File: src/tlsfp_pkg.sv
`timescale 1ns / 1ps

package tlsfp_pkg;

   localparam int MAX_PAYLOAD = 32;
   localparam int BYTE_W      = 8;
   localparam int FLEN_W      = 6;
   localparam int ADDR_W      = (MAX_PAYLOAD > 1) ? $clog2(MAX_PAYLOAD) : 1;
   localparam int LEN_W       = $clog2(MAX_PAYLOAD + 1);

   localparam logic CMD_BYTE   = 1'b0;
   localparam logic CMD_RESYNC = 1'b1;

   typedef enum logic [1:0] {
      PH_TYPE,
      PH_LENGTH,
      PH_SUM,
      PH_DATA
   } phase_type;

   typedef enum logic [1:0] {
      ST_RX,
      ST_READ,
      ST_LOAD
   } state_type;

endpackage

File: src/tlsfp_req_if.sv
`timescale 1ns / 1ps

interface tlsfp_req_if;
   logic                            valid;
   logic                            ready;
   logic                            command;
   logic [tlsfp_pkg::BYTE_W-1:0]    rx_byte;

   modport source (output valid, output command, output rx_byte, input ready);
   modport sink   (input valid, input command, input rx_byte, output ready);
endinterface

File: src/tlsfp_rsp_if.sv
`timescale 1ns / 1ps

interface tlsfp_rsp_if;
   logic                            valid;
   logic                            ready;
   logic [tlsfp_pkg::BYTE_W-1:0]    frame_type;
   logic [tlsfp_pkg::FLEN_W-1:0]    frame_length;
   logic [tlsfp_pkg::BYTE_W-1:0]    payload_byte;
   logic                            payload_valid;
   logic                            last;

   modport source (output valid, output frame_type, output frame_length,
                   output payload_byte, output payload_valid, output last,
                   input ready);
   modport sink   (input valid, input frame_type, input frame_length,
                   input payload_byte, input payload_valid, input last,
                   output ready);
endinterface

File: src/tlsfp_ram.sv
`timescale 1ns / 1ps

module tlsfp_ram #(
   parameter int WIDTH = 8,
   parameter int DEPTH = 32
) (
   input  logic                                          clock,
   input  logic                                          wr_en,
   input  logic [((DEPTH > 1) ? $clog2(DEPTH) : 1)-1:0]  wr_addr,
   input  logic [WIDTH-1:0]                              wr_data,
   input  logic [((DEPTH > 1) ? $clog2(DEPTH) : 1)-1:0]  rd_addr,
   output logic [WIDTH-1:0]                              rd_data
);

   logic [WIDTH-1:0] mem [DEPTH];
   logic [WIDTH-1:0] rd_data_ff;

   always_ff @(posedge clock) begin
      if (wr_en) begin
         mem[wr_addr] <= wr_data;
      end
      rd_data_ff <= mem[rd_addr];
   end

   assign rd_data = rd_data_ff;

endmodule

File: src/type_length_sum_frame_parser.sv
`timescale 1ns / 1ps

// Channel     Dir  Fields
// req_chan    in   command, rx_byte
// rsp_chan    out  frame_type, frame_length, payload_byte, payload_valid, last
//
// Req ready drops while the output register is full and not being taken. After a good last
// payload byte the payload buffer is read out, each result passing a RAM read state and then
// an output load state that waits while the output register is full and not being taken;
// no bytes are taken during readout.
// Reset is synchronous and returns the parser to waiting for a type byte; no clearing pass.

module type_length_sum_frame_parser (
   input  logic         clock,
   input  logic         reset,
   tlsfp_req_if.sink    req_chan,
   tlsfp_rsp_if.source  rsp_chan
);

   tlsfp_pkg::state_type              state_ff, state_in;
   tlsfp_pkg::phase_type              phase_ff, phase_in;
   logic [tlsfp_pkg::BYTE_W-1:0]      type_ff, type_in;
   logic [tlsfp_pkg::LEN_W-1:0]       len_ff, len_in;
   logic [tlsfp_pkg::BYTE_W-1:0]      rsum_ff, rsum_in;
   logic [tlsfp_pkg::BYTE_W-1:0]      csum_ff, csum_in;
   logic [tlsfp_pkg::LEN_W-1:0]       count_ff, count_in;
   logic [tlsfp_pkg::LEN_W-1:0]       idx_ff, idx_in;

   logic                              out_valid_ff, out_valid_in;
   logic [tlsfp_pkg::BYTE_W-1:0]      out_type_ff, out_type_in;
   logic [tlsfp_pkg::FLEN_W-1:0]      out_len_ff, out_len_in;
   logic [tlsfp_pkg::BYTE_W-1:0]      out_byte_ff, out_byte_in;
   logic                              out_pv_ff, out_pv_in;
   logic                              out_last_ff, out_last_in;

   logic                              out_free;
   logic                              take;
   logic [tlsfp_pkg::BYTE_W-1:0]      sum_next;
   logic [tlsfp_pkg::LEN_W-1:0]       count_next;
   logic                              wr_en;
   logic [tlsfp_pkg::BYTE_W-1:0]      rd_data;

   tlsfp_ram #(
      .WIDTH (tlsfp_pkg::BYTE_W),
      .DEPTH (tlsfp_pkg::MAX_PAYLOAD)
   ) u_store (
      .clock   (clock),
      .wr_en   (wr_en),
      .wr_addr (count_ff[tlsfp_pkg::ADDR_W-1:0]),
      .wr_data (req_chan.rx_byte),
      .rd_addr (idx_ff[tlsfp_pkg::ADDR_W-1:0]),
      .rd_data (rd_data)
   );

   assign out_free       = !out_valid_ff || rsp_chan.ready;
   assign req_chan.ready = (state_ff == tlsfp_pkg::ST_RX) && out_free;
   assign take           = req_chan.valid && req_chan.ready;
   assign sum_next       = rsum_ff + req_chan.rx_byte;
   assign count_next     = count_ff + 1'b1;

   assign rsp_chan.valid         = out_valid_ff;
   assign rsp_chan.frame_type    = out_type_ff;
   assign rsp_chan.frame_length  = out_len_ff;
   assign rsp_chan.payload_byte  = out_byte_ff;
   assign rsp_chan.payload_valid = out_pv_ff;
   assign rsp_chan.last          = out_last_ff;

   always_ff @(posedge clock) begin
      if (reset) begin
         state_ff     <= tlsfp_pkg::ST_RX;
         phase_ff     <= tlsfp_pkg::PH_TYPE;
         out_valid_ff <= 1'b0;
         type_ff      <= '0;
         len_ff       <= '0;
         rsum_ff      <= '0;
         csum_ff      <= '0;
         count_ff     <= '0;
         idx_ff       <= '0;
      end else begin
         state_ff     <= state_in;
         phase_ff     <= phase_in;
         out_valid_ff <= out_valid_in;
         type_ff      <= type_in;
         len_ff       <= len_in;
         rsum_ff      <= rsum_in;
         csum_ff      <= csum_in;
         count_ff     <= count_in;
         idx_ff       <= idx_in;
      end
      out_type_ff <= out_type_in;
      out_len_ff  <= out_len_in;
      out_byte_ff <= out_byte_in;
      out_pv_ff   <= out_pv_in;
      out_last_ff <= out_last_in;
   end

   always_comb begin
      state_in     = state_ff;
      phase_in     = phase_ff;
      type_in      = type_ff;
      len_in       = len_ff;
      rsum_in      = rsum_ff;
      csum_in      = csum_ff;
      count_in     = count_ff;
      idx_in       = idx_ff;
      wr_en        = 1'b0;
      out_valid_in = out_valid_ff && !rsp_chan.ready;
      out_type_in  = out_type_ff;
      out_len_in   = out_len_ff;
      out_byte_in  = out_byte_ff;
      out_pv_in    = out_pv_ff;
      out_last_in  = out_last_ff;

      case (state_ff)
         tlsfp_pkg::ST_RX: begin
            if (take) begin
               if (req_chan.command == tlsfp_pkg::CMD_RESYNC) begin
                  phase_in = tlsfp_pkg::PH_TYPE;
               end else begin
                  case (phase_ff)
                     tlsfp_pkg::PH_TYPE: begin
                        type_in  = req_chan.rx_byte;
                        rsum_in  = req_chan.rx_byte;
                        phase_in = tlsfp_pkg::PH_LENGTH;
                     end
                     tlsfp_pkg::PH_LENGTH: begin
                        len_in  = req_chan.rx_byte[tlsfp_pkg::LEN_W-1:0];
                        rsum_in = sum_next;
                        if (req_chan.rx_byte > 8'(tlsfp_pkg::MAX_PAYLOAD)) begin
                           phase_in = tlsfp_pkg::PH_TYPE;
                        end else begin
                           phase_in = tlsfp_pkg::PH_SUM;
                        end
                     end
                     tlsfp_pkg::PH_SUM: begin
                        csum_in  = req_chan.rx_byte;
                        count_in = '0;
                        if (len_ff == '0) begin
                           phase_in = tlsfp_pkg::PH_TYPE;
                           if (rsum_ff == req_chan.rx_byte) begin
                              out_valid_in = 1'b1;
                              out_type_in  = type_ff;
                              out_len_in   = tlsfp_pkg::FLEN_W'(len_ff);
                              out_byte_in  = '0;
                              out_pv_in    = 1'b0;
                              out_last_in  = 1'b1;
                           end
                        end else begin
                           phase_in = tlsfp_pkg::PH_DATA;
                        end
                     end
                     default: begin
                        wr_en    = 1'b1;
                        count_in = count_next;
                        rsum_in  = sum_next;
                        if (count_next == len_ff) begin
                           phase_in = tlsfp_pkg::PH_TYPE;
                           if (sum_next == csum_ff) begin
                              idx_in   = '0;
                              state_in = tlsfp_pkg::ST_READ;
                           end
                        end
                     end
                  endcase
               end
            end
         end
         tlsfp_pkg::ST_READ: begin
            state_in = tlsfp_pkg::ST_LOAD;
         end
         tlsfp_pkg::ST_LOAD: begin
            if (out_free) begin
               out_valid_in = 1'b1;
               out_type_in  = type_ff;
               out_len_in   = tlsfp_pkg::FLEN_W'(len_ff);
               out_byte_in  = rd_data;
               out_pv_in    = 1'b1;
               out_last_in  = (idx_ff + 1'b1) == len_ff;
               idx_in       = idx_ff + 1'b1;
               if ((idx_ff + 1'b1) == len_ff) begin
                  state_in = tlsfp_pkg::ST_RX;
               end else begin
                  state_in = tlsfp_pkg::ST_READ;
               end
            end
         end
         default: begin
            state_in = tlsfp_pkg::ST_RX;
         end
      endcase
   end

endmodule
File: src/flat_wrapper.sv
// flat-port wrapper written by rule: the top's interface ports become plain ports
module type_length_sum_frame_parser_flat 
  (clock, reset, req_chan_valid, req_chan_command, req_chan_rx_byte, req_chan_ready, rsp_chan_valid, rsp_chan_frame_type, rsp_chan_frame_length, rsp_chan_payload_byte, rsp_chan_payload_valid, rsp_chan_last, rsp_chan_ready);
  tlsfp_req_if req_chan_i ();
  tlsfp_rsp_if rsp_chan_i ();
  input  logic clock;
  input  logic reset;
  input wire logic [$bits(req_chan_i.valid)-1:0] req_chan_valid;
  input wire logic [$bits(req_chan_i.command)-1:0] req_chan_command;
  input wire logic [$bits(req_chan_i.rx_byte)-1:0] req_chan_rx_byte;
  output wire logic [$bits(req_chan_i.ready)-1:0] req_chan_ready;
  output wire logic [$bits(rsp_chan_i.valid)-1:0] rsp_chan_valid;
  output wire logic [$bits(rsp_chan_i.frame_type)-1:0] rsp_chan_frame_type;
  output wire logic [$bits(rsp_chan_i.frame_length)-1:0] rsp_chan_frame_length;
  output wire logic [$bits(rsp_chan_i.payload_byte)-1:0] rsp_chan_payload_byte;
  output wire logic [$bits(rsp_chan_i.payload_valid)-1:0] rsp_chan_payload_valid;
  output wire logic [$bits(rsp_chan_i.last)-1:0] rsp_chan_last;
  input wire logic [$bits(rsp_chan_i.ready)-1:0] rsp_chan_ready;
  assign req_chan_i.valid = req_chan_valid;
  assign req_chan_i.command = req_chan_command;
  assign req_chan_i.rx_byte = req_chan_rx_byte;
  assign req_chan_ready = req_chan_i.ready;
  assign rsp_chan_valid = rsp_chan_i.valid;
  assign rsp_chan_frame_type = rsp_chan_i.frame_type;
  assign rsp_chan_frame_length = rsp_chan_i.frame_length;
  assign rsp_chan_payload_byte = rsp_chan_i.payload_byte;
  assign rsp_chan_payload_valid = rsp_chan_i.payload_valid;
  assign rsp_chan_last = rsp_chan_i.last;
  assign rsp_chan_i.ready = rsp_chan_ready;
  type_length_sum_frame_parser u_core (.clock(clock), .reset(reset), .req_chan(req_chan_i), .rsp_chan(rsp_chan_i));
endmodule
File: config.mk
export PLATFORM = sky130hd
export DESIGN_NAME = type_length_sum_frame_parser_flat
export DESIGN_NICKNAME = d
export VERILOG_FILES = /design/src/tlsfp_pkg.sv /design/src/tlsfp_req_if.sv /design/src/tlsfp_rsp_if.sv /design/src/tlsfp_ram.sv /design/src/type_length_sum_frame_parser.sv /design/src/flat_wrapper.sv
export SDC_FILE = /design/constraint.sdc
export NUM_CORES = 1
export LEC_CHECK = 0
export CORE_MARGIN = 2
export CORE_UTILIZATION = 45
export DETAILED_ROUTE_END_ITERATION = 12
export DONT_BUFFER_PORTS = 1
export HOLD_SLACK_MARGIN = 0.15
export PLACE_DENSITY = 0.63
export SLEW_MARGIN = 20
export SYNTH_ARGS = -nofsm -noshare
export SYNTH_HDL_FRONTEND = slang
export SYNTH_SLANG_ARGS = --single-unit
File: constraint.sdc
create_clock -name clock -period 9.9 [get_ports clock]
set_clock_uncertainty 0.05 [all_clocks]
set_input_delay 2.475 -clock clock [delete_from_list [all_inputs] [get_ports clock]]
set_output_delay 2.475 -clock clock [all_outputs]
set_load 0.03 [all_outputs]
==> out/summary.log <==
[synthesis] Post-Syn Area per Cell 16.48 um2
[cts] htree depth 2
[synthesis] number of enable flip-flop cells after synthesis 280
[timing] crit share post-route 57.85%
[setup_path] kind of critical path primary input to output port
[synthesis] flip-flop cell with the highest count after synthesis edfxtp_1
[cts] Worst-path clk slew 0.06 ns
[timing] final critical path time including I/O delays and setup 5.727 ns
[pwr] Total Power 2.941 mW
[cts] Hold Buf Count CTS 0
[global_route] antenna violations before repair 0
[floorplanning] cell row count 64
[synthesis] async set-or-reset flop fraction in the synthesized netlist 0%
[route] M1 wire length 13.42 mm
[route] Routed Wire Length 30.05 mm
[synthesis] synth top area cells edfxtp_1 (61%), mux4_2 (13%), dfxtp_1 (7.9%), nor2_1 (1.8%), ha_1 (1.4%)
[synthesis] Synthesized Nets 872
[timing] setup repair after global routing missed its margin false
[synthesis] summed instance area of the synthesized netlist 13870 um2
[route] met2 wire length 14.61 mm
[setup_path] delay of the slowest cell on the worst path 0.69 ns
[route] number of design-rule violations left by the first detailed-router iteration 831
[setup_path] worst path arrival time 3.20 ns
[cts] clock tree from TritonCTS built
[cts] later-pin clock latency in the skew report 0.51 ns
[global_route] number of global-route vias before repair 7308
[route] wire length per cell after detailed routing 23.83 um
[synthesis] Gate Count Post-Synth 842
[synthesis] flop and latch count out of synthesis 335
[layout] fin nets 867
[route] number of search-and-repair iterations in the first detailed-routing pass 5
[timing] Fmax 174.6 MHz
[floorplanning] number of top-level pins 39
[pwr] reported leakage power 4.793 nW
[synthesis] fraction of post-synthesis cell area in the top cell type by area 60.61%
[timing] number of hold-slack violations in the final timing report 0
[timing] Worst Tran Pin Value 1.047 ns
[route] Routed Antenna Nets 0
[timing] max-slew violation count 0
[setup_path] required time at the endpoint of the critical path 7.38 ns
[cts] Post-CTS Repair Setup Buffers 0
[setup_path] ordered cell list for the critical path nor2b_4, nor3_1
[floorplanning] overall die height 179.6 um
[global_route] overall overflow remaining after global route 0
[layout] Layout area overhead 11.24%
[timing] Slew headroom 30.19%
[route] met3 WL post-DR 1.557 mm
[floorplanning] die area 32250 um2
[layout] proportion of layout cells with a drive suffix above 1 19.56%
[placement] count of port buffers added during placement 0
[placement] placer's final routability congestion estimate 0.7858
[global_route] first-pass GRT wire length 46.00 mm
[setup_path] largest delay contributor family on the critical path simple AND/OR/NAND/NOR gates
[route] routed via count divided by cell count 5.872
[hold_path] class of the tightest hold or removal check register to register
[setup_path] Setup crit end kind output port
[floorplanning] Die Width 179.6 um
[route] uppermost metal layer occupied by signal nets met4
[placement] Post-Place Cells 1196
[timing] number of setup violations in the final report 0
[placement] final HPWL from detailed placement 18.42 mm
[global_route] GRT Resource Usage Total 18.82%
[synthesis] post-synthesis sequential area ratio 68.54%
[synthesis] warning count from the yosys run 0
[setup_path] worst-path fanout max 8
[route] DR vias 7404
[layout] number of standard cells in the final layout excluding fillers 1261
[flow_run] maxcap violations 0
[floorplanning] effective utilization at floorplan 45.47%
[synthesis] most common cell in the synthesized netlist edfxtp_1
[floorplanning] Core Area 30510 um2
[route] final routed DRC violation total 0
[timing] setup TNS 0 ns
[global_route] maximum number of pins on one net before global-route repair 60
[synthesis] Synth area leader edfxtp_1
[synthesis] Synth top cells by count edfxtp_1 (280), mux4_2 (80), nor2_1 (65)
[synthesis] number of distinct library cell variants in the gate-level netlist after synthesis 56
[setup_path] buffers and inverters on the worst path 0
[cts] Num CTS Buffers 35
[setup_path] startpoint type of the worst setup path primary input
[setup_path] Max stage delay cell, worst path nor3_1
[run_status] status complete, no violations
[pwr] maximum vdd ir drop 0.09654 mV
[cts] root buffer selected by CTS clkbuf_16
[pwr] pwr/cell area 190.6 nW/um2
[cts] clk sinks 335
[cts] number of buffers on the longest clock path 3
[cts] Gates resized, CTS repair 0
## cells by family (layout without fill, tap and decap cells)
logic type	Yosys count	after routing	share of synthesized area, %
AO/OA/AOI/OAI	99	99	4.582
buffers and inverters	54	76	1.569
XOR/XNOR	27	27	1.705
other	0	1	0
multiplexers	96	96	14.23
AND/OR/NAND/NOR	214	214	7.783
adder cells (fa/ha/maj)	17	17	1.587
flip-flops	335	335	68.54
## state kept, by name (all words and copies together) (netlist names)
register	flops
u_core.len_ff	6
u_core.type_ff	8
u_core.rsp_chan.frame_length	6
u_core.rsp_chan.frame_type	8
u_core.u_store.rd_data	8
u_core.count_ff	6
u_core.csum_ff	8
u_core.rsp_chan.valid	1
u_core.rsp_chan.payload_valid	1
u_core.rsp_chan.payload_byte	8
u_core.rsp_chan.last	1
u_core.phase_ff	2
u_core.idx_ff	6
u_core.rsum_ff	8
u_core.state_ff	2
u_core.u_store.mem	256
## where the power goes
part / leakage [nW] / internal (mW) / switching [mW] / total (mW)
clock network: 0.586 / 0.829 / 0.525 / 1.35
logic: 1.21 / 0.0238 / 0.0318 / 0.0556
registers: 2.99 / 1.53 / 0.00355 / 1.53
## routing by layer
layer / up-vias / GRT usage, %
met4: 0 / 4.423
met5: - / 0
met2: 213 / 29.82
li1: 3312 / -
met3: 37 / 3.201
met1: 3842 / 27.50
## through the flow
stage / instance area, um2 / setup slack, ns / utilization (%) / hold slack (ns)
2_1_floorplan: 13870 / 4.209 / - / 0.3564
3_3_place_gp: 14230 / 4.174 / 46.64 / 0.3680
3_5_place_dp: 14230 / 4.164 / 46.64 / 0.3687
4_1_cts: 15430 / 4.163 / 50.57 / 0.3834
5_1_grt: 15430 / 4.161 / 50.57 / 0.3866
6_report: 15430 / 4.173 / 50.58 / 0.3824
## cell type report
type	count	area, um2
Sequential cell	335	9515
Fill cell	2464	15080
Clock inverter	20	267.8
Tap cell	396	495.5
Inverter	5	18.77
Antenna cell	1	2.502
Clock buffer	44	930.9
Timing Repair Buffer	7	52.55
Multi-Input combinational cell	453	4149
## placed cells by master (no fill, tap or decap), types with 7 or more instances in the layout
cell type  count
o21ai_0       18
clkinv_2       7
nand3_1       31
mux2_2        10
clkbuf_16     36
buf_4          7
mux4_2        80
clkbuf_1       8
and2_1        10
xor2_1         9
or3_1          8
ha_1          16
dfxtp_1       52
nor3_1         7
a21oi_1       39
xnor2_1       18
nand2_1       52
nor2_1        64
edfxtp_1     280
## path summary, 6_finish.rpt
path                startpoint  slack (ns)                            end  cells past startpoint
max reg2reg   u_core.idx_ff[0]        6.66      u_core.u_store.rd_data[4]                      4
min reg2reg  u_core.type_ff[1]        0.38  u_core.rsp_chan.frame_type[1]                      0
min          u_core.type_ff[1]        0.38  u_core.rsp_chan.frame_type[1]                      0
max             rsp_chan_ready        4.17                 req_chan_ready                      2
(Power assumes the default switching activity.)
